$ cat src/qmf_pkg.sv
// Shared types and constants for the circular queue with move-to-front.
// Used by the request/response interfaces, the controller and the top level.
package qmf_pkg;

   localparam int QMF_DEPTH      = 128;
   localparam int QMF_DATA_WIDTH = 32;
   localparam int VALUE_W        = 32;
   localparam int POS_W          = 8;
   localparam int CNT_W          = 8;
   localparam int CAP_W          = 8;
   localparam int CAP_RESET      = 128;

   typedef enum logic [1:0] {
      OP_PUSH,
      OP_POP,
      OP_CLEAR,
      OP_MOVE
   } op_type;

   typedef enum logic [1:0] {
      STAT_OK,
      STAT_FULL,
      STAT_EMPTY,
      STAT_BAD_POS
   } status_type;

   typedef enum logic [2:0] {
      S_IDLE,
      S_POP_RD,
      S_MV_FIRST,
      S_MV_SHIFT,
      S_MV_LAST
   } fsm_type;

   typedef struct packed {
      op_type                    operation;
      logic signed [VALUE_W-1:0] data_value;
      logic [POS_W-1:0]          position;
   } req_type;

   typedef struct packed {
      status_type                status;
      logic signed [VALUE_W-1:0] front_value;
      logic signed [VALUE_W-1:0] rear_value;
      logic [CNT_W-1:0]          count;
      logic                      is_empty;
      logic                      is_full;
   } rsp_type;

endpackage

$ cat src/qmf_mem.sv
// Queue storage: one write port, one read port, registered read data.
// Depends on qmf_pkg for default sizes.
module qmf_mem #(
   parameter int DEPTH      = qmf_pkg::QMF_DEPTH,
   parameter int DATA_WIDTH = qmf_pkg::QMF_DATA_WIDTH,
   localparam int ADDR_W    = $clog2(DEPTH)
) (
   input  logic                  clock,
   input  logic                  wr_en,
   input  logic [ADDR_W-1:0]     wr_addr,
   input  logic [DATA_WIDTH-1:0] wr_data,
   input  logic [ADDR_W-1:0]     rd_addr,
   output logic [DATA_WIDTH-1:0] rd_data
);

   logic [DATA_WIDTH-1:0] storage_ff [DEPTH];
   logic [DATA_WIDTH-1:0] rd_data_ff;

   always_ff @(posedge clock) begin
      if (wr_en) begin
         storage_ff[wr_addr] <= wr_data;
      end
   end

   always_ff @(posedge clock) begin
      rd_data_ff <= storage_ff[rd_addr];
   end

   assign rd_data = rd_data_ff;

endmodule

$ cat config.mk
export PLATFORM = sky130hd
export DESIGN_NAME = qmf_mem
export DESIGN_NICKNAME = d
export VERILOG_FILES = /design/src/qmf_pkg.sv /design/src/qmf_mem.sv
export SDC_FILE = /design/constraint.sdc
export NUM_CORES = 2
export LEC_CHECK = 0
export ABC_CLOCK_PERIOD_IN_PS = 7200
export BUFFER_PORTS_ARGS = -buffer_cell sky130_fd_sc_hd__buf_2
export CAP_MARGIN = 20
export CORE_ASPECT_RATIO = 0.75
export CORE_MARGIN = 2
export CORE_UTILIZATION = 55
export CTS_BUF_LIST = sky130_fd_sc_hd__clkbuf_2 sky130_fd_sc_hd__clkbuf_4 sky130_fd_sc_hd__clkbuf_8
export DETAILED_ROUTE_END_ITERATION = 12
export GPL_ROUTABILITY_DRIVEN = 0
export PLACE_DENSITY = 0.82
export RECOVER_POWER = 50
export SETUP_SLACK_MARGIN = 0.2
export SLEW_MARGIN = 20
export SYNTH_ARGS = -nofsm -noshare
export SYNTH_HDL_FRONTEND = slang
export SYNTH_SLANG_ARGS = --single-unit
$ cat constraint.sdc
create_clock -name clock -period 7.2 [get_ports clock]
set_input_delay 0.72 -clock clock [delete_from_list [all_inputs] [get_ports clock]]
set_output_delay 0.72 -clock clock [all_outputs]
set_load 0.01 [all_outputs]
# Word-level counts from Yosys, hierarchy flattened
# Memory sizes are Yosys's and may differ from the RTL's. A register that Yosys moved wholly into a read port is not among the register bits.
# Cells that the tools add are included.
# totals
reg_bits,0
ramBits,4096
in_bits,48
out_inout_bits,32
memories,1
# mem_list
memory,depth,word_bits,rd,rd_ports_with_merged_regs,write_ports,line,rtl
storage_ff,128,32,1,1,1,qmf_mem.sv:16,logic [DATA_WIDTH-1:0] storage_ff [DEPTH];
# op_classes
n_mux,2
# ops
cell,count
$mux W1,2

# Longest topological paths before layout
# depth
ltp_word,2
ltp_mapped,8
depth_no_buf,4

# Worst setup path after synthesis
# OpenSTA, ideal clock, no wires.
# synth_timing
path_type,input port to flip-flop
from,input wr_en
to,memory storage_ff[98][0] in the netlist's numbering (enable)
t_arrival_ns,3.498
required_time_ns,6.739
setup_slack_ns,3.241
path_stages,3
path_buffers,1
cell_sequence,clkbuf_1 -> nand4_1 -> nor3_1
# synth_between
elab_chain_len,2
# synth_rtl
item,line,rtl
start: declaration,qmf_mem.sv:9,"input logic wr_en,"
$mux W1,qmf_mem.sv:20,if (wr_en) begin
$mux W1 (implied by the code),qmf_mem.sv:21,storage_ff[wr_addr] <= wr_data;
end: declaration,qmf_mem.sv:16,
# No other way between the ends.

# Worst setup path in the final report
# layout_timing
from,input wr_data[20]
to,memory storage_ff[33][20] in the netlist's numbering (data pin)
# layout_lines
item,line,rtl
start: declaration,qmf_mem.sv:11,"input logic [DATA_WIDTH-1:0] wr_data,"
# No word-level cell before the write port.

==> results.cfg <==
[logic_synthesis]
synth_top_area_share_pct = 78.7
ys_seq_area_share_pct = 79.1
synth_top_area_cell = edfxtp_1
synth_area_leaders = edfxtp_1 79%, mux4_2 19%, clkbuf_1 0.44%, dfxtp_1 0.41%, nor2_1 0.29%
synth_area_per_cell_um2 = 26.1
ys_warn_count = 0
synth_cell_type_count = 17
synth_cells = 5990
synth-seq-cells = 4128
syn-num-nets = 6038
syn-cell-area_um2 = 156000

[drt]
via_per_inst = 7.11
drt_iter0_markers = 15100
ant_nets = 0
detail_route.first_pass.iterations = 8
num_vias = 76500
wire_per_inst_um = 39.7
finalWirelength_mm = 427
drc = 0

[pwr]
p_int_uw = 36700
leakagePower_uw = 0.0532
p_sw_uw = 10400
ir_drop_mv = 0.174
power_frac_clock_pct = 37.8
seqPwrFrac_pct = 56.7
comb_power_share_pct = 5.5
switching_share_pct = 22.1
power.density_nw_per_um2 = 270

[critical_path]
slowest_stage = clkbuf_1
critPathTopFamily = buffers and inverters
crit_chain = clkbuf_1, clkbuf_1
required_ns = 7.40
startpoint = wr_data[20]
arrival_ns = 5.42
critPathMaxStageDelay_ns = 2.92
start_kind = input pin
r2r_setup_slack_ns = 4.50
setup.worst_path.end = storage_ff[33][20]
crit_fanout = 78
reg2reg_depth = 4
cp.depth = 2
criticalPathCategory = in -> reg
end_kind = register
path_common_cell = clkbuf_1
timing.rr.end = rd_data[6]
critPathBufInv = 2
worstReg2RegStart = storage_ff[10][6]

[timing]
grt_setup_unrepaired = no
finalCritPeriodShare_pct = 72.5
setup_tns_ns = 0
max_clock_freq_mhz = 192
setup_viol = 0
hold_viol = 0
relSlewSlack_pct = -171
min_period_ns = 5.22
clock_skew_ns = 0.0822
tightest_slew_ns = 4.06
slew_viol_final = 2574

[clocking]
worstSkewPairLatency_ns = 1.05
cts_buffers = 571
cts_hold_buf = 2
cts_tree = yes
post_cts_resized = 0
post_cts_buffers = 0
root_buffer = clkbuf_8
clock_path_buffers = 4
clock_sinks = 4128
cts.htree.levels = 6
clkTransAtPathRegs_ns = 0.07

[global_route]
grt_pass1_wl_mm = 589
antenna_found_initial = 72
grt_max_degree = 146
gr-usage-all-layers_pct = 29.7
grt_pass1_vias = 76400
overflow = 0

[final_layout]
synthToLayoutAreaGrowth_pct = 11.4
regArea_um2 = 124000
stdcell_area_um2 = 174000
n_fill_cell = 17100
multi_input_area_um2 = 32300
final_nets = 6598
drive_gt1_share_pct = 37.8

[run]
drv_cap = 45

[placement]
io_buffers = 79
hpwl_mm = 231
dpl-instance-area_um2 = 163000

[floorplan]
coreArea_um2 = 283000
die_w_um = 620
dieArea_um2 = 288000
die_h_um = 466
pin_count = 80
initial_core_util_pct = 55.3
fp-row-count = 169

[outcome]
outcome = finished with violations
violations = capacitance limit, slew limit

[hold_path]
hp-class = in -> reg
-- metal layers --
layer	up-vias	global-route usage (%)	routed length [um]	part of all wire [%]
met5	-	0.906	441	0.10
met4	42	12.3	19600	4.6
met3	1158	11.3	74700	17
met2	7901	44.0	194000	45
met1	39900	40.2	138000	32
li1	27500	-	-	-
-- power groups by stage --
stage | sequential [uW] | combinational [uW] | clock [uW]
floorplan | 27100 | 1280 | 0
finish | 26700 | 2570 | 17800
detailed placement | 27200 | 2500 | 0
CTS | 26700 | 2520 | 17900
global placement | 27200 | 2400 | 0
global route | 26700 | 2640 | 18800
-- placed cells by master (no fill, tap or decap), types with 2 or more instances in the layout --
cell type / instances
clkinvlp_4: 21
buf_6: 2
nand2_1: 14
diode_2: 32
nor2_4: 119
nand3_2: 3
edfxtp_1: 4096
clkbuf_1: 50
mux4_2: 1344
nor2_1: 3
dlygate4sd3_1: 2
clkbuf_4: 184
bufinv_16: 13
clkbuf_8: 601
buf_4: 173
nand2b_1: 2
nand3_1: 9
buf_8: 3
clkinv_2: 49
clkinv_1: 114
inv_6: 10
buf_12: 33
nor3_2: 9
buf_2: 40
mux2_2: 32
nand4_1: 3
nor2b_1: 7
dfxtp_1: 32
-- cell families (layout without fill, tap and decap cells) --
group | after synthesis | in the layout | share of synthesized area, %
multiplexers | 1376 | 1376 | 19.6
other | 0 | 32 | 0
flip-flops | 4128 | 4128 | 79.1
AND/OR/NAND/NOR | 170 | 170 | 0.446
buffers and inverters | 316 | 1296 | 0.839
-- final cells by class --
class | instances | share of cell area [%]
Antenna cell | 32 | 0.0460
Clock buffer | 785 | 5.54
Clock inverter | 208 | 0.758
Multi-Input combinational cell | 1546 | 18.5
Sequential cell | 4128 | 71.0
Tap cell | 3762 | 2.70
Timing Repair Buffer | 303 | 1.40
-- registers in the layout, indices dropped and copies added, names as in the netlist --
signal / cells
storage_ff: 4096
rd_data: 32
-- stage by stage --
step           hold slack, ns  setup slack (ns)  utilization [%]  std cells  total power [uW]
2_1_floorplan           0.819              3.24                -       5990             28400
3_3_place_gp            0.913              2.70             57.7       9735             29600
3_5_place_dp            0.918              2.63             57.7       9737             29700
4_1_cts                0.0863              3.64             61.6      10700             47000
5_1_grt                 0.392              1.74             61.6      10700             48100
6_report                0.398              1.98             61.6      10800             47100
-- Yosys cell counts --
master       n
nand3_1     12
dfxtp_1     32
buf_6        2
mux4_2    1344
nand2_1     14
edfxtp_1  4096
nor2_1     122
clkbuf_1   182
nor3_1       9
nand4_1      3
buf_4        3
or3_1        1
buf_1       50
nand2b_1     2
nor2b_1      7
buf_2       79
mux2_2      32
-- worst min path at each step --
stage / endpoint / from / slack (ns) / cells past startpoint
floorplan: storage_ff[0][0] / wr_data[0] / 0.82 / 0
global placement: storage_ff[32][8] / wr_data[8] / 0.91 / 1
detailed placement: storage_ff[32][8] / wr_data[8] / 0.92 / 1
CTS: storage_ff[15][24] / wr_data[24] / 0.09 / 1
global route: storage_ff[62][31] / wr_addr[1] / 0.39 / 3
finish: storage_ff[62][3] / wr_addr[2] / 0.40 / 3
Power figures use the tool's default switching activity.
