**src/qmf_pkg.sv**
```systemverilog
// Shared types and constants for the circular queue with move-to-front.
// Used by the request/response interfaces, the controller and the top level.
package qmf_pkg;

   localparam int QMF_DEPTH      = 128;
   localparam int QMF_DATA_WIDTH = 32;
   localparam int VALUE_W        = 32;
   localparam int POS_W          = 8;
   localparam int CNT_W          = 8;
   localparam int CAP_W          = 8;
   localparam int CAP_RESET      = 128;

   typedef enum logic [1:0] {
      OP_PUSH,
      OP_POP,
      OP_CLEAR,
      OP_MOVE
   } op_type;

   typedef enum logic [1:0] {
      STAT_OK,
      STAT_FULL,
      STAT_EMPTY,
      STAT_BAD_POS
   } status_type;

   typedef enum logic [2:0] {
      S_IDLE,
      S_POP_RD,
      S_MV_FIRST,
      S_MV_SHIFT,
      S_MV_LAST
   } fsm_type;

   typedef struct packed {
      op_type                    operation;
      logic signed [VALUE_W-1:0] data_value;
      logic [POS_W-1:0]          position;
   } req_type;

   typedef struct packed {
      status_type                status;
      logic signed [VALUE_W-1:0] front_value;
      logic signed [VALUE_W-1:0] rear_value;
      logic [CNT_W-1:0]          count;
      logic                      is_empty;
      logic                      is_full;
   } rsp_type;

endpackage

```
**src/qmf_req_if.sv**
```systemverilog
// Request channel of the queue: valid/ready handshake with a req_type payload.
// Depends on qmf_pkg.
interface qmf_req_if;
   import qmf_pkg::*;

   logic    valid;
   logic    ready;
   req_type payload;

   modport source (output valid, output payload, input ready);
   modport sink   (input valid, input payload, output ready);
endinterface

```
**src/qmf_rsp_if.sv**
```systemverilog
// Response channel of the queue: valid/ready handshake with a rsp_type payload.
// Depends on qmf_pkg.
interface qmf_rsp_if;
   import qmf_pkg::*;

   logic    valid;
   logic    ready;
   rsp_type payload;

   modport source (output valid, output payload, input ready);
   modport sink   (input valid, input payload, output ready);
endinterface

```
**src/qmf_ctrl.sv**
```systemverilog
// Queue controller: pointers, count, cached front/rear words, the move
// sequencer over the storage memory and the response register.
// Depends on qmf_pkg, qmf_req_if and qmf_rsp_if.
module qmf_ctrl #(
   parameter int DEPTH      = qmf_pkg::QMF_DEPTH,
   parameter int DATA_WIDTH = qmf_pkg::QMF_DATA_WIDTH,
   localparam int ADDR_W    = $clog2(DEPTH)
) (
   input  logic                        clock,
   input  logic                        reset,
   input  logic                        csr_write_en,
   input  logic [qmf_pkg::CAP_W-1:0]   csr_write_data,
   qmf_req_if.sink                     req_ch,
   qmf_rsp_if.source                   rsp_ch,
   output logic                        mem_wr_en,
   output logic [ADDR_W-1:0]           mem_wr_addr,
   output logic [DATA_WIDTH-1:0]       mem_wr_data,
   output logic [ADDR_W-1:0]           mem_rd_addr,
   input  logic [DATA_WIDTH-1:0]       mem_rd_data
);
   import qmf_pkg::*;

   localparam int AW    = ((ADDR_W > CNT_W) ? ADDR_W : CNT_W) + 1;
   localparam int EXT_W = DATA_WIDTH + VALUE_W;

   function automatic logic [CAP_W-1:0] eff_cap(input logic [CAP_W-1:0] v);
      if (v == '0) return CAP_W'(1);
      if (int'(v) > DEPTH) return CAP_W'(DEPTH);
      return v;
   endfunction

   fsm_type               state_ff, state_in;
   logic [CAP_W-1:0]      cap_ff, cap_in;
   logic [ADDR_W-1:0]     head_ff, head_in;
   logic [ADDR_W-1:0]     tail_ff, tail_in;
   logic [CNT_W-1:0]      count_ff, count_in;
   logic [DATA_WIDTH-1:0] front_ff, front_in;
   logic [DATA_WIDTH-1:0] rear_ff, rear_in;
   logic [DATA_WIDTH-1:0] moved_ff, moved_in;
   logic [ADDR_W-1:0]     wr_ptr_ff, wr_ptr_in;
   logic [ADDR_W-1:0]     rd_ptr_ff, rd_ptr_in;
   logic [CNT_W-1:0]      shift_cnt_ff, shift_cnt_in;
   logic                  rsp_valid_ff, rsp_valid_in;
   rsp_type               rsp_ff, rsp_in;

   logic                  accept;
   logic                  finish;
   status_type            status;
   logic [AW-1:0]         cap_w;
   logic [ADDR_W-1:0]     cap_last;
   logic [ADDR_W-1:0]     head_inc, tail_inc, wr_dec, rd_dec, move_slot;
   logic [AW-1:0]         slot_sum;
   logic [CAP_W-1:0]      csr_cap;
   logic [EXT_W-1:0]      push_ext, front_ext, rear_ext;
   logic [DATA_WIDTH-1:0] push_word;

   assign req_ch.ready  = (state_ff == S_IDLE) && (!rsp_valid_ff || rsp_ch.ready);
   assign accept        = req_ch.valid && req_ch.ready;
   assign rsp_ch.valid  = rsp_valid_ff;
   assign rsp_ch.payload = rsp_ff;

   // Pointer arithmetic modulo the effective capacity
   assign cap_w     = AW'(cap_ff);
   assign cap_last  = ADDR_W'(cap_ff - CAP_W'(1));
   assign head_inc  = (AW'(head_ff) + AW'(1) == cap_w) ? '0 : head_ff + ADDR_W'(1);
   assign tail_inc  = (AW'(tail_ff) + AW'(1) == cap_w) ? '0 : tail_ff + ADDR_W'(1);
   assign wr_dec    = (wr_ptr_ff == '0) ? cap_last : wr_ptr_ff - ADDR_W'(1);
   assign rd_dec    = (rd_ptr_ff == '0) ? cap_last : rd_ptr_ff - ADDR_W'(1);
   assign slot_sum  = AW'(head_ff) + AW'(req_ch.payload.position) - AW'(1);
   assign move_slot = ADDR_W'((slot_sum >= cap_w) ? slot_sum - cap_w : slot_sum);
   assign csr_cap   = eff_cap(csr_write_data);

   assign push_ext  = EXT_W'($unsigned(req_ch.payload.data_value));
   assign push_word = push_ext[DATA_WIDTH-1:0];
   assign front_ext = EXT_W'(front_in);
   assign rear_ext  = EXT_W'(rear_in);

   always_ff @(posedge clock) begin
      if (reset) begin
         state_ff     <= S_IDLE;
         cap_ff       <= eff_cap(CAP_W'(CAP_RESET));
         head_ff      <= '0;
         tail_ff      <= ADDR_W'(eff_cap(CAP_W'(CAP_RESET)) - CAP_W'(1));
         count_ff     <= '0;
         rsp_valid_ff <= 1'b0;
      end else begin
         state_ff     <= state_in;
         cap_ff       <= cap_in;
         head_ff      <= head_in;
         tail_ff      <= tail_in;
         count_ff     <= count_in;
         rsp_valid_ff <= rsp_valid_in;
      end
   end

   always_ff @(posedge clock) begin
      front_ff     <= front_in;
      rear_ff      <= rear_in;
      moved_ff     <= moved_in;
      wr_ptr_ff    <= wr_ptr_in;
      rd_ptr_ff    <= rd_ptr_in;
      shift_cnt_ff <= shift_cnt_in;
      rsp_ff       <= rsp_in;
   end

   always_comb begin
      state_in     = state_ff;
      cap_in       = cap_ff;
      head_in      = head_ff;
      tail_in      = tail_ff;
      count_in     = count_ff;
      front_in     = front_ff;
      rear_in      = rear_ff;
      moved_in     = moved_ff;
      wr_ptr_in    = wr_ptr_ff;
      rd_ptr_in    = rd_ptr_ff;
      shift_cnt_in = shift_cnt_ff;
      mem_wr_en    = 1'b0;
      mem_wr_addr  = wr_ptr_ff;
      mem_wr_data  = mem_rd_data;
      mem_rd_addr  = rd_ptr_ff;
      finish       = 1'b0;
      status       = STAT_OK;

      unique case (state_ff)
         S_IDLE: begin
            if (accept) begin
               unique case (req_ch.payload.operation)
                  OP_PUSH: begin
                     finish = 1'b1;
                     if (count_ff >= cap_ff) begin
                        status = STAT_FULL;
                     end else begin
                        tail_in     = tail_inc;
                        mem_wr_en   = 1'b1;
                        mem_wr_addr = tail_inc;
                        mem_wr_data = push_word;
                        rear_in     = push_word;
                        if (count_ff == '0) begin
                           front_in = push_word;
                        end
                        count_in = count_ff + CNT_W'(1);
                     end
                  end
                  OP_POP: begin
                     if (count_ff == '0) begin
                        finish = 1'b1;
                        status = STAT_EMPTY;
                     end else begin
                        head_in     = head_inc;
                        count_in    = count_ff - CNT_W'(1);
                        mem_rd_addr = head_inc;
                        // fetch the new front unless the queue drains
                        if (count_ff == CNT_W'(1)) begin
                           finish = 1'b1;
                        end else begin
                           state_in = S_POP_RD;
                        end
                     end
                  end
                  OP_CLEAR: begin
                     finish   = 1'b1;
                     count_in = '0;
                     head_in  = '0;
                     tail_in  = cap_last;
                  end
                  OP_MOVE: begin
                     if (count_ff == '0) begin
                        finish = 1'b1;
                        status = STAT_EMPTY;
                     end else if (req_ch.payload.position == '0 ||
                                  req_ch.payload.position > count_ff) begin
                        finish = 1'b1;
                        status = STAT_BAD_POS;
                     end else if (req_ch.payload.position == POS_W'(1)) begin
                        finish = 1'b1;
                     end else begin
                        mem_rd_addr  = move_slot;
                        wr_ptr_in    = move_slot;
                        shift_cnt_in = CNT_W'(req_ch.payload.position - POS_W'(1));
                        state_in     = S_MV_FIRST;
                     end
                  end
                  default: begin
                     finish = 1'b1;
                  end
               endcase
            end
         end
         S_POP_RD: begin
            front_in = mem_rd_data;
            finish   = 1'b1;
            state_in = S_IDLE;
         end
         S_MV_FIRST: begin
            // hold the picked word, start reading the entry just below it
            moved_in    = mem_rd_data;
            mem_rd_addr = wr_dec;
            rd_ptr_in   = wr_dec;
            state_in    = S_MV_SHIFT;
         end
         S_MV_SHIFT: begin
            // shift one entry toward the rear, read the next one down
            mem_wr_en   = 1'b1;
            mem_wr_addr = wr_ptr_ff;
            mem_wr_data = mem_rd_data;
            if (wr_ptr_ff == tail_ff) begin
               rear_in = mem_rd_data;
            end
            wr_ptr_in   = rd_ptr_ff;
            rd_ptr_in   = rd_dec;
            mem_rd_addr = rd_dec;
            if (shift_cnt_ff == CNT_W'(1)) begin
               state_in = S_MV_LAST;
            end else begin
               shift_cnt_in = shift_cnt_ff - CNT_W'(1);
            end
         end
         S_MV_LAST: begin
            mem_wr_en   = 1'b1;
            mem_wr_addr = head_ff;
            mem_wr_data = moved_ff;
            front_in    = moved_ff;
            finish      = 1'b1;
            state_in    = S_IDLE;
         end
         default: begin
            state_in = S_IDLE;
         end
      endcase

      // capacity write empties the queue
      if (csr_write_en) begin
         cap_in   = csr_cap;
         head_in  = '0;
         tail_in  = ADDR_W'(csr_cap - CAP_W'(1));
         count_in = '0;
      end

      rsp_in = rsp_ff;
      if (finish) begin
         rsp_valid_in       = 1'b1;
         rsp_in.status      = status;
         rsp_in.front_value = (count_in == '0) ? '0 : front_ext[VALUE_W-1:0];
         rsp_in.rear_value  = (count_in == '0) ? '0 : rear_ext[VALUE_W-1:0];
         rsp_in.count       = count_in;
         rsp_in.is_empty    = (count_in == '0);
         rsp_in.is_full     = (count_in == cap_ff);
      end else if (rsp_ch.ready) begin
         rsp_valid_in = 1'b0;
      end else begin
         rsp_valid_in = rsp_valid_ff;
      end
   end

   a_count_in_cap: assert property (@(posedge clock) disable iff (reset)
      count_ff <= cap_ff)
      else $error("element count above capacity");

   a_ptr_in_cap: assert property (@(posedge clock) disable iff (reset)
      (AW'(head_ff) < cap_w) && (AW'(tail_ff) < cap_w))
      else $error("head or tail pointer outside capacity");

   a_busy_no_rsp: assert property (@(posedge clock) disable iff (reset)
      state_ff != S_IDLE |-> !rsp_valid_ff)
      else $error("response pending while a request is in progress");

   a_shift_cnt: assert property (@(posedge clock) disable iff (reset)
      state_ff == S_MV_SHIFT |-> shift_cnt_ff != '0)
      else $error("shift count exhausted inside move");

   a_move_depth: assert property (@(posedge clock) disable iff (reset)
      state_ff == S_MV_FIRST |-> count_ff > CNT_W'(1) && !mem_wr_en)
      else $error("move started on a queue of fewer than two elements");

endmodule
```
**src/flat_wrapper.sv**
```systemverilog
// flat-port wrapper written by rule: the top's interface ports become plain ports
module qmf_ctrl_flat import qmf_pkg::*;
#(
   parameter int DEPTH      = qmf_pkg::QMF_DEPTH,
   parameter int DATA_WIDTH = qmf_pkg::QMF_DATA_WIDTH,
   localparam int ADDR_W    = $clog2(DEPTH)
)
  (clock, reset, csr_write_en, csr_write_data, mem_wr_en, mem_wr_addr, mem_wr_data, mem_rd_addr, mem_rd_data, req_ch_valid, req_ch_payload, req_ch_ready, rsp_ch_valid, rsp_ch_payload, rsp_ch_ready);
  qmf_req_if req_ch_i ();
  qmf_rsp_if rsp_ch_i ();
  input  logic clock;
  input  logic reset;
  input  logic csr_write_en;
  input  logic [qmf_pkg::CAP_W-1:0] csr_write_data;
  output logic mem_wr_en;
  output logic [ADDR_W-1:0] mem_wr_addr;
  output logic [DATA_WIDTH-1:0] mem_wr_data;
  output logic [ADDR_W-1:0] mem_rd_addr;
  input  logic [DATA_WIDTH-1:0] mem_rd_data;
  input wire logic [$bits(req_ch_i.valid)-1:0] req_ch_valid;
  input wire logic [$bits(req_ch_i.payload)-1:0] req_ch_payload;
  output wire logic [$bits(req_ch_i.ready)-1:0] req_ch_ready;
  output wire logic [$bits(rsp_ch_i.valid)-1:0] rsp_ch_valid;
  output wire logic [$bits(rsp_ch_i.payload)-1:0] rsp_ch_payload;
  input wire logic [$bits(rsp_ch_i.ready)-1:0] rsp_ch_ready;
  assign req_ch_i.valid = req_ch_valid;
  assign req_ch_i.payload = req_ch_payload;
  assign req_ch_ready = req_ch_i.ready;
  assign rsp_ch_valid = rsp_ch_i.valid;
  assign rsp_ch_payload = rsp_ch_i.payload;
  assign rsp_ch_i.ready = rsp_ch_ready;
  qmf_ctrl #(.DEPTH(DEPTH), .DATA_WIDTH(DATA_WIDTH)) u_core (.clock(clock), .reset(reset), .csr_write_en(csr_write_en), .csr_write_data(csr_write_data), .req_ch(req_ch_i), .rsp_ch(rsp_ch_i), .mem_wr_en(mem_wr_en), .mem_wr_addr(mem_wr_addr), .mem_wr_data(mem_wr_data), .mem_rd_addr(mem_rd_addr), .mem_rd_data(mem_rd_data));
endmodule
```
**config.mk**
```make
export PLATFORM = sky130hd
export DESIGN_NAME = qmf_ctrl_flat
export DESIGN_NICKNAME = d
export VERILOG_FILES = /design/src/qmf_pkg.sv /design/src/qmf_req_if.sv /design/src/qmf_rsp_if.sv /design/src/qmf_ctrl.sv /design/src/flat_wrapper.sv
export SDC_FILE = /design/constraint.sdc
export NUM_CORES = 1
export LEC_CHECK = 0
export BUFFER_PORTS_ARGS = -buffer_cell sky130_fd_sc_hd__buf_2
export CORE_ASPECT_RATIO = 0.5
export CORE_MARGIN = 8
export CORE_UTILIZATION = 40
export DETAILED_ROUTE_END_ITERATION = 12
export PLACE_DENSITY = 0.66
export REMOVE_ABC_BUFFERS = 1
export SYNTH_ARGS = -nofsm -noshare
export SYNTH_HDL_FRONTEND = slang
export SYNTH_SLANG_ARGS = --single-unit
```
**constraint.sdc**
```tcl
create_clock -name clock -period 14.1 [get_ports clock]
set_input_delay 2.115 -clock clock [delete_from_list [all_inputs] [get_ports clock]]
set_output_delay 2.115 -clock clock [all_outputs]
set_load 0.02 [all_outputs]
```
==> Yosys cells after proc, flatten, opt, wreduce, memory -nomap -nowiden <==
Index checks and enable logic that the tools add are counted.
{ "word_totals": {"ff_bits": 228, "latchBits": 0, "ramBits": 0, "romBits": 0, "input_bits": 87, "output_inout_bits": 125, "memories": 0} }
{ "classes": {"addsub": 15, "mul": 0, "div": 0, "order_cmp": 4, "n_eq_ne": 29, "shifts": 0, "n_mux": 92, "bitwise_logic": 0, "reduce_logical": 30} }
{ "op_table": {"columns": ["op", "count"], "rows": [
  ["32-bit two-way mux", 11],
  ["7-bit two-way mux", 23],
  ["32-bit one-hot mux with 2 select lines", 2],
  ["8-bit two-way mux", 15],
  ["32-bit one-hot mux with 3 select lines", 1],
  ["7-bit one-hot mux with 2 select lines", 6],
  ["8-bit zero test", 4],
  ["7-bit by 1-bit subtractor with 7-bit output, second input constant", 4],
  ["8-bit by 1-bit == test with 1-bit output, second input constant", 3],
  ["8-bit == test", 3],
  ["8-bit one-hot mux with 3 select lines", 1],
  ["8-bit by 1-bit subtractor with 8-bit output, second input constant", 3],
  ["3-bit two-way mux", 7],
  ["3-bit != test, second input constant", 7],
  ["7-bit one-hot mux with 3 select lines", 1],
  ["7-bit by 1-bit adder with 8-bit output, second input constant", 2],
  ["8-bit one-hot mux with 2 select lines", 1],
  ["1-bit two-way mux", 15],
  ["7-bit by 1-bit adder with 7-bit output, second input constant", 2],
  ["7-bit zero test", 2],
  ["2-bit != test, second input constant", 6],
  ["2-bit nonzero test", 6],
  ["7-bit by 8-bit adder with 9-bit output", 1],
  ["9-bit by 8-bit greater-or-equal comparator with 1-bit output", 1],
  ["31 further kinds", 43]
]} }

==> Longest topological paths before layout <==
{ "logic_depth": {"word_depth": 10, "mapped_depth": 19} }

==> Worst setup path after synthesis <==
Ideal clock, no wire load.
{ "synth_timing": {"path_type": "input to output", "from": "input port req_ch_payload[1]", "to": "output port mem_rd_addr[3]", "arrival_time_ns": 5.327, "required_ns": 11.985, "setup_slack_ns": 6.658, "path_stages": 17, "cell_sequence": "inv_1 > ha_1 > inv_1 > ha_1 > fa_1 > a21o_1 > a21oi_1 > o21bai_1 > a21oi_1 > xnor2_1 > ha_1 > nand4_1 > o21ai_0 > o22ai_1 > nand2_1 > mux2i_1 > a221oi_1"} }
{ "synth_via": {"elab_chain_cells": 10} }
{ "synth_rtl": {"columns": ["item", "line_no", "source"], "rows": [
  ["from (decl)", "flat_wrapper.sv:21", "input wire logic [$bits(req_ch_i.payload)-1:0] req_ch_payload;"],
  ["7-bit by 8-bit adder with 9-bit output", "qmf_ctrl.sv:69", "assign slot_sum = AW'(head_ff) + AW'(req_ch.payload.position) - AW'(1);"],
  ["9-bit by 1-bit subtractor with 9-bit output", "qmf_ctrl.sv:69", null],
  ["9-bit by 8-bit greater-or-equal comparator with 1-bit output / 7-bit subtractor (equally long branches)", "qmf_ctrl.sv:70", "assign move_slot = ADDR_W'((slot_sum >= cap_w) ? slot_sum - cap_w : slot_sum);"],
  ["7-bit two-way mux", "qmf_ctrl.sv:70", null],
  ["7-bit two-way mux", "qmf_ctrl.sv:175", "end else if (req_ch.payload.position == POS_W'(1)) begin"],
  ["7-bit two-way mux (*)", "qmf_ctrl.sv:171", "end else if (req_ch.payload.position == '0 ||"],
  ["7-bit two-way mux (*)", "qmf_ctrl.sv:168", "if (count_ff == '0) begin"],
  ["7-bit one-hot mux with 2 select lines (*)", "qmf_ctrl.sv:128", "unique case (req_ch.payload.operation)"],
  ["7-bit two-way mux (*)", "qmf_ctrl.sv:127", "if (accept) begin"],
  ["7-bit one-hot mux with 3 select lines (*)", "qmf_ctrl.sv:125", "unique case (state_ff)"],
  ["to (decl)", "flat_wrapper.sv:18", "output logic [ADDR_W-1:0] mem_rd_addr;"]
]} }
Every way passes the cells marked *; elsewhere a longest branch is shown, timed or not.

==> Final worst setup path <==
{ "layout_timing": {"from": "input port req_ch_payload[1]", "to": "output port mem_rd_addr[6]"} }
The elaborated chain is that of the path after synthesis.

==> reports/qor.yml <==
outcome: "finished clean"
finalPower_w: 0.00196
synth_mux_area_share_pct: 2.24
p_leak_nw: 6.84
pre_cts_ws_ps: 6200
crit_chain: "buf_2 -> inv_1 -> ha_1 -> inv_1 -> ha_1 -> fa_1 -> a21o_1 -> a21oi_1 -> o21bai_1 -> a21oi_1 -> xnor2_1 -> ha_1 -> nand4_1 -> o21ai_0 -> o22ai_1 -> nand2_1 -> mux2i_1 -> a221oi_1 -> buf_2"
use_met2_pct: 36.8
fin_skew_ps: 22.4
synthXorXnorAreaFrac_pct: 5.12
yosys.area.top_type: "edfxtp_1"
initial_core_util_pct: 40.7
cap_violations: 0
yosysWarnings: 0
numPortBuffers: 211
end_kind: "output port"
rows: 48
switching_share_pct: 31.9
critPathSlowestCell: "fa_1"
clock-sinks: 228
die_area_um2: 41900
grtUsageTotal_pct: 21.9
design.core.area_um2: 34700
relSlewSlack_pct: 29.9
post_cts_resized: 0
rsz0062_at_grt: "no"
startpoint_type: "input pin"
power_frac_seq_pct: 43.4
crit_arrival_ps: 5830
grt-ovfl-total: 0
synth_common_cells: "236 x nor2_1, 181 x a21oi_1, 130 x edfxtp_1"
fp.dieW_um: 282
worst_pin_slew_ps: 1050
clockPowerShare_pct: 33.0
cts_tree: "yes"
hold_ws_ps: 437
place_congestion: 0.951
setup_viol: 0
ys_types: 77
path_common_cell: "ha_1"
synth_top_family_by_area: "compound AO/OA/AOI/OAI gates"
cts_buffers: 24
ys.flop_type: "edfxtp_1"
wl_um: 48300
cp_max_fo: 8
first_pass_iters: 8
yosys_register_bits: 228
worstSetupPathType: "in2out"
grt_pass1_wl_um: 73500
cp.required_ps: 11980
vias: 13100
drt_iter0_drc: 1294
area_growth_pct: 15.4
drc: 0
clk_pin_slew_ps: 60
ir_worst_vdd_mv: 0.0802
p_int_w: 0.00134
max_freq_mhz: 126
power.density_nw_per_um2: 120
cts_setup_buffers: 0
layout_setup_ws_ps: 6150
synthArstFlopShare_pct: 0
ctsHoldBuffers: 0
grt_max_degree: 81
antenna_left: 0
grt_use_met1_pct: 28.9
die_h_um: 149
fillers: 3368
cts_buffer_depth: 3
hold_path.class: "reg2reg"
syn_avg_cell_area_um2: 8.62
slowest_delay_ps: 420
combPwrFrac_pct: 23.6
drive_gt1_share_pct: 17.0
gr-usage-met3_pct: 4.26
cts_root_buffer: "clkbuf_16"
antenna_found_initial: 2
drv_slew: 0
wl_per_cell_um: 21.2
clk_latency_ps: 550
grt_most_used_layer: "met2"
synth_edf_count: 130
synth_area_um2: 14100
yosysSeqAreaShare_pct: 41.5
post-route-period-util_pct: 56.4
crit_start: "req_ch_payload[1]"
finalHoldViolations: 0
syn-instance-count: 1638
hp-start: "u_core.rear_ff[22]"
final_cells: 2274
yosysTopAreaCellShare_pct: 27.6
synth-adder-area-share_pct: 4.98
synthSimpleGateAreaFrac_pct: 17.9
finalSetupTns_ps: 0
synth_compound_area_share_pct: 22.6
h-tree-depth: 1
via_per_inst: 5.77
fin_crit_ps: 7950
first_global_vias: 12400
dp.cells: 2228
r2r_start: "u_core.cap_ff[4]"
post-synth-top-count-cell: "nor2_1"
switching_power_w: 0.000625
synthTopCellsByArea: "edfxtp_1 28%, dfxtp_1 14%, a21oi_1 6.4%"
dp_hpwl_um: 33000
nNetsFinal: 1921
ios: 212
area by class of cell:
type	count	area (um^2)	area share [%]
antenna	2	5.00	0.0307
clock buffer	29	629	3.86
clock inverter	15	146	0.899
inverter	91	342	2.10
multi-input combinational	1207	7530	46.2
sequential	228	5870	36.0
tap	475	594	3.65
timing repair buffer	227	1180	7.22
worst max-delay path: cells and delay by family:
| kind | cells | cell delay, ps |
|---|---|---|
| AOI/OAI and AO/OA | 7 | 1340 |
| adders and majority gates | 4 | 1230 |
| buffers and inverters | 4 | 450 |
| and+or+nand+nor | 2 | 410 |
| muxes | 1 | 200 |
| xor gates and xnor gates | 1 | 90 |
power by group through the flow:
stage / Clock (W) / Combinational (W) / Sequential, W
4_1_cts: 0.000658 / 0.000461 / 0.000851
3_3_place_gp: 0 / 0.000454 / 0.000863
2_1_floorplan: 0 / 0.000269 / 0.000898
5_1_grt: 0.000688 / 0.000507 / 0.000859
6_report: 0.000648 / 0.000462 / 0.000851
3_5_place_dp: 0 / 0.000460 / 0.000865
metal layers:
layer | wire length [um] | vias up
met1 | 20600 | 6235
met5 | 0 | -
met3 | 3420 | 99
li1 | - | 6240
met2 | 23000 | 538
met4 | 1260 | 0
cell usage in the layout, fill, tap and decap left out, types with 5 or more instances in the layout:
master     instances
nor2_1           232
buf_2            211
a21oi_1          180
edfxtp_1         130
nand2_1          122
dfxtp_1           95
inv_1             90
o21ai_0           81
a211oi_1          71
ha_1              53
xnor2_1           43
o22ai_1           42
and2_1            39
nor3_1            37
a221oi_1          27
mux2i_1           26
nand3_1           25
clkbuf_16         24
xor2_1            19
buf_4             16
and3_1            14
nor2b_1           11
nand2b_1          10
nand4_1            9
o21a_1             9
clkinv_2           9
a21o_1             8
or2_2              8
xnor3_1            8
nor4_1             8
or3_1              7
o211ai_1           7
o31ai_1            6
o311ai_0           6
o21bai_1           5
o31a_1             5
mux2_2             5
o221ai_1           5
final timing paths:
check / slack [ps] / depth (start not counted) / end
hold reg to reg: 440 / 2 / u_core.rear_ff[22]
setup reg to reg: 9170 / 11 / u_core.rsp_ch.payload[38]
hold / removal: 440 / 2 / u_core.rear_ff[22]
setup / recovery: 6150 / 19 / mem_rd_addr[6]
cell families after synthesis:
kind of cell / after synthesis
AO/OA/AOI/OAI: 500
AND/OR/NAND/NOR: 551
multiplexers: 31
XOR/XNOR: 70
buffers and inverters: 203
adder cells (fa/ha/maj): 55
flip-flops: 228
state kept, by name (all words and copies together), names as in the netlist:
register	cells
u_core.rsp_ch.payload	76
u_core.front_ff	32
u_core.moved_ff	32
u_core.rear_ff	32
u_core.cap_ff	8
u_core.count_ff	8
u_core.shift_cnt_ff	8
u_core.head_ff	7
u_core.rd_ptr_ff	7
u_core.tail_ff	7
u_core.wr_ptr_ff	7
u_core.state_ff	3
u_core.rsp_ch.valid	1
metrics by stage:
step,area (um^2),utilization (%)
final,16300,47.0
after global routing,16300,47.0
after CTS,16300,47.0
after detailed placement,15500,44.8
after global placement,15500,44.8
after floorplan,13700,-
Note: power is estimated with default switching activity, not from simulation.
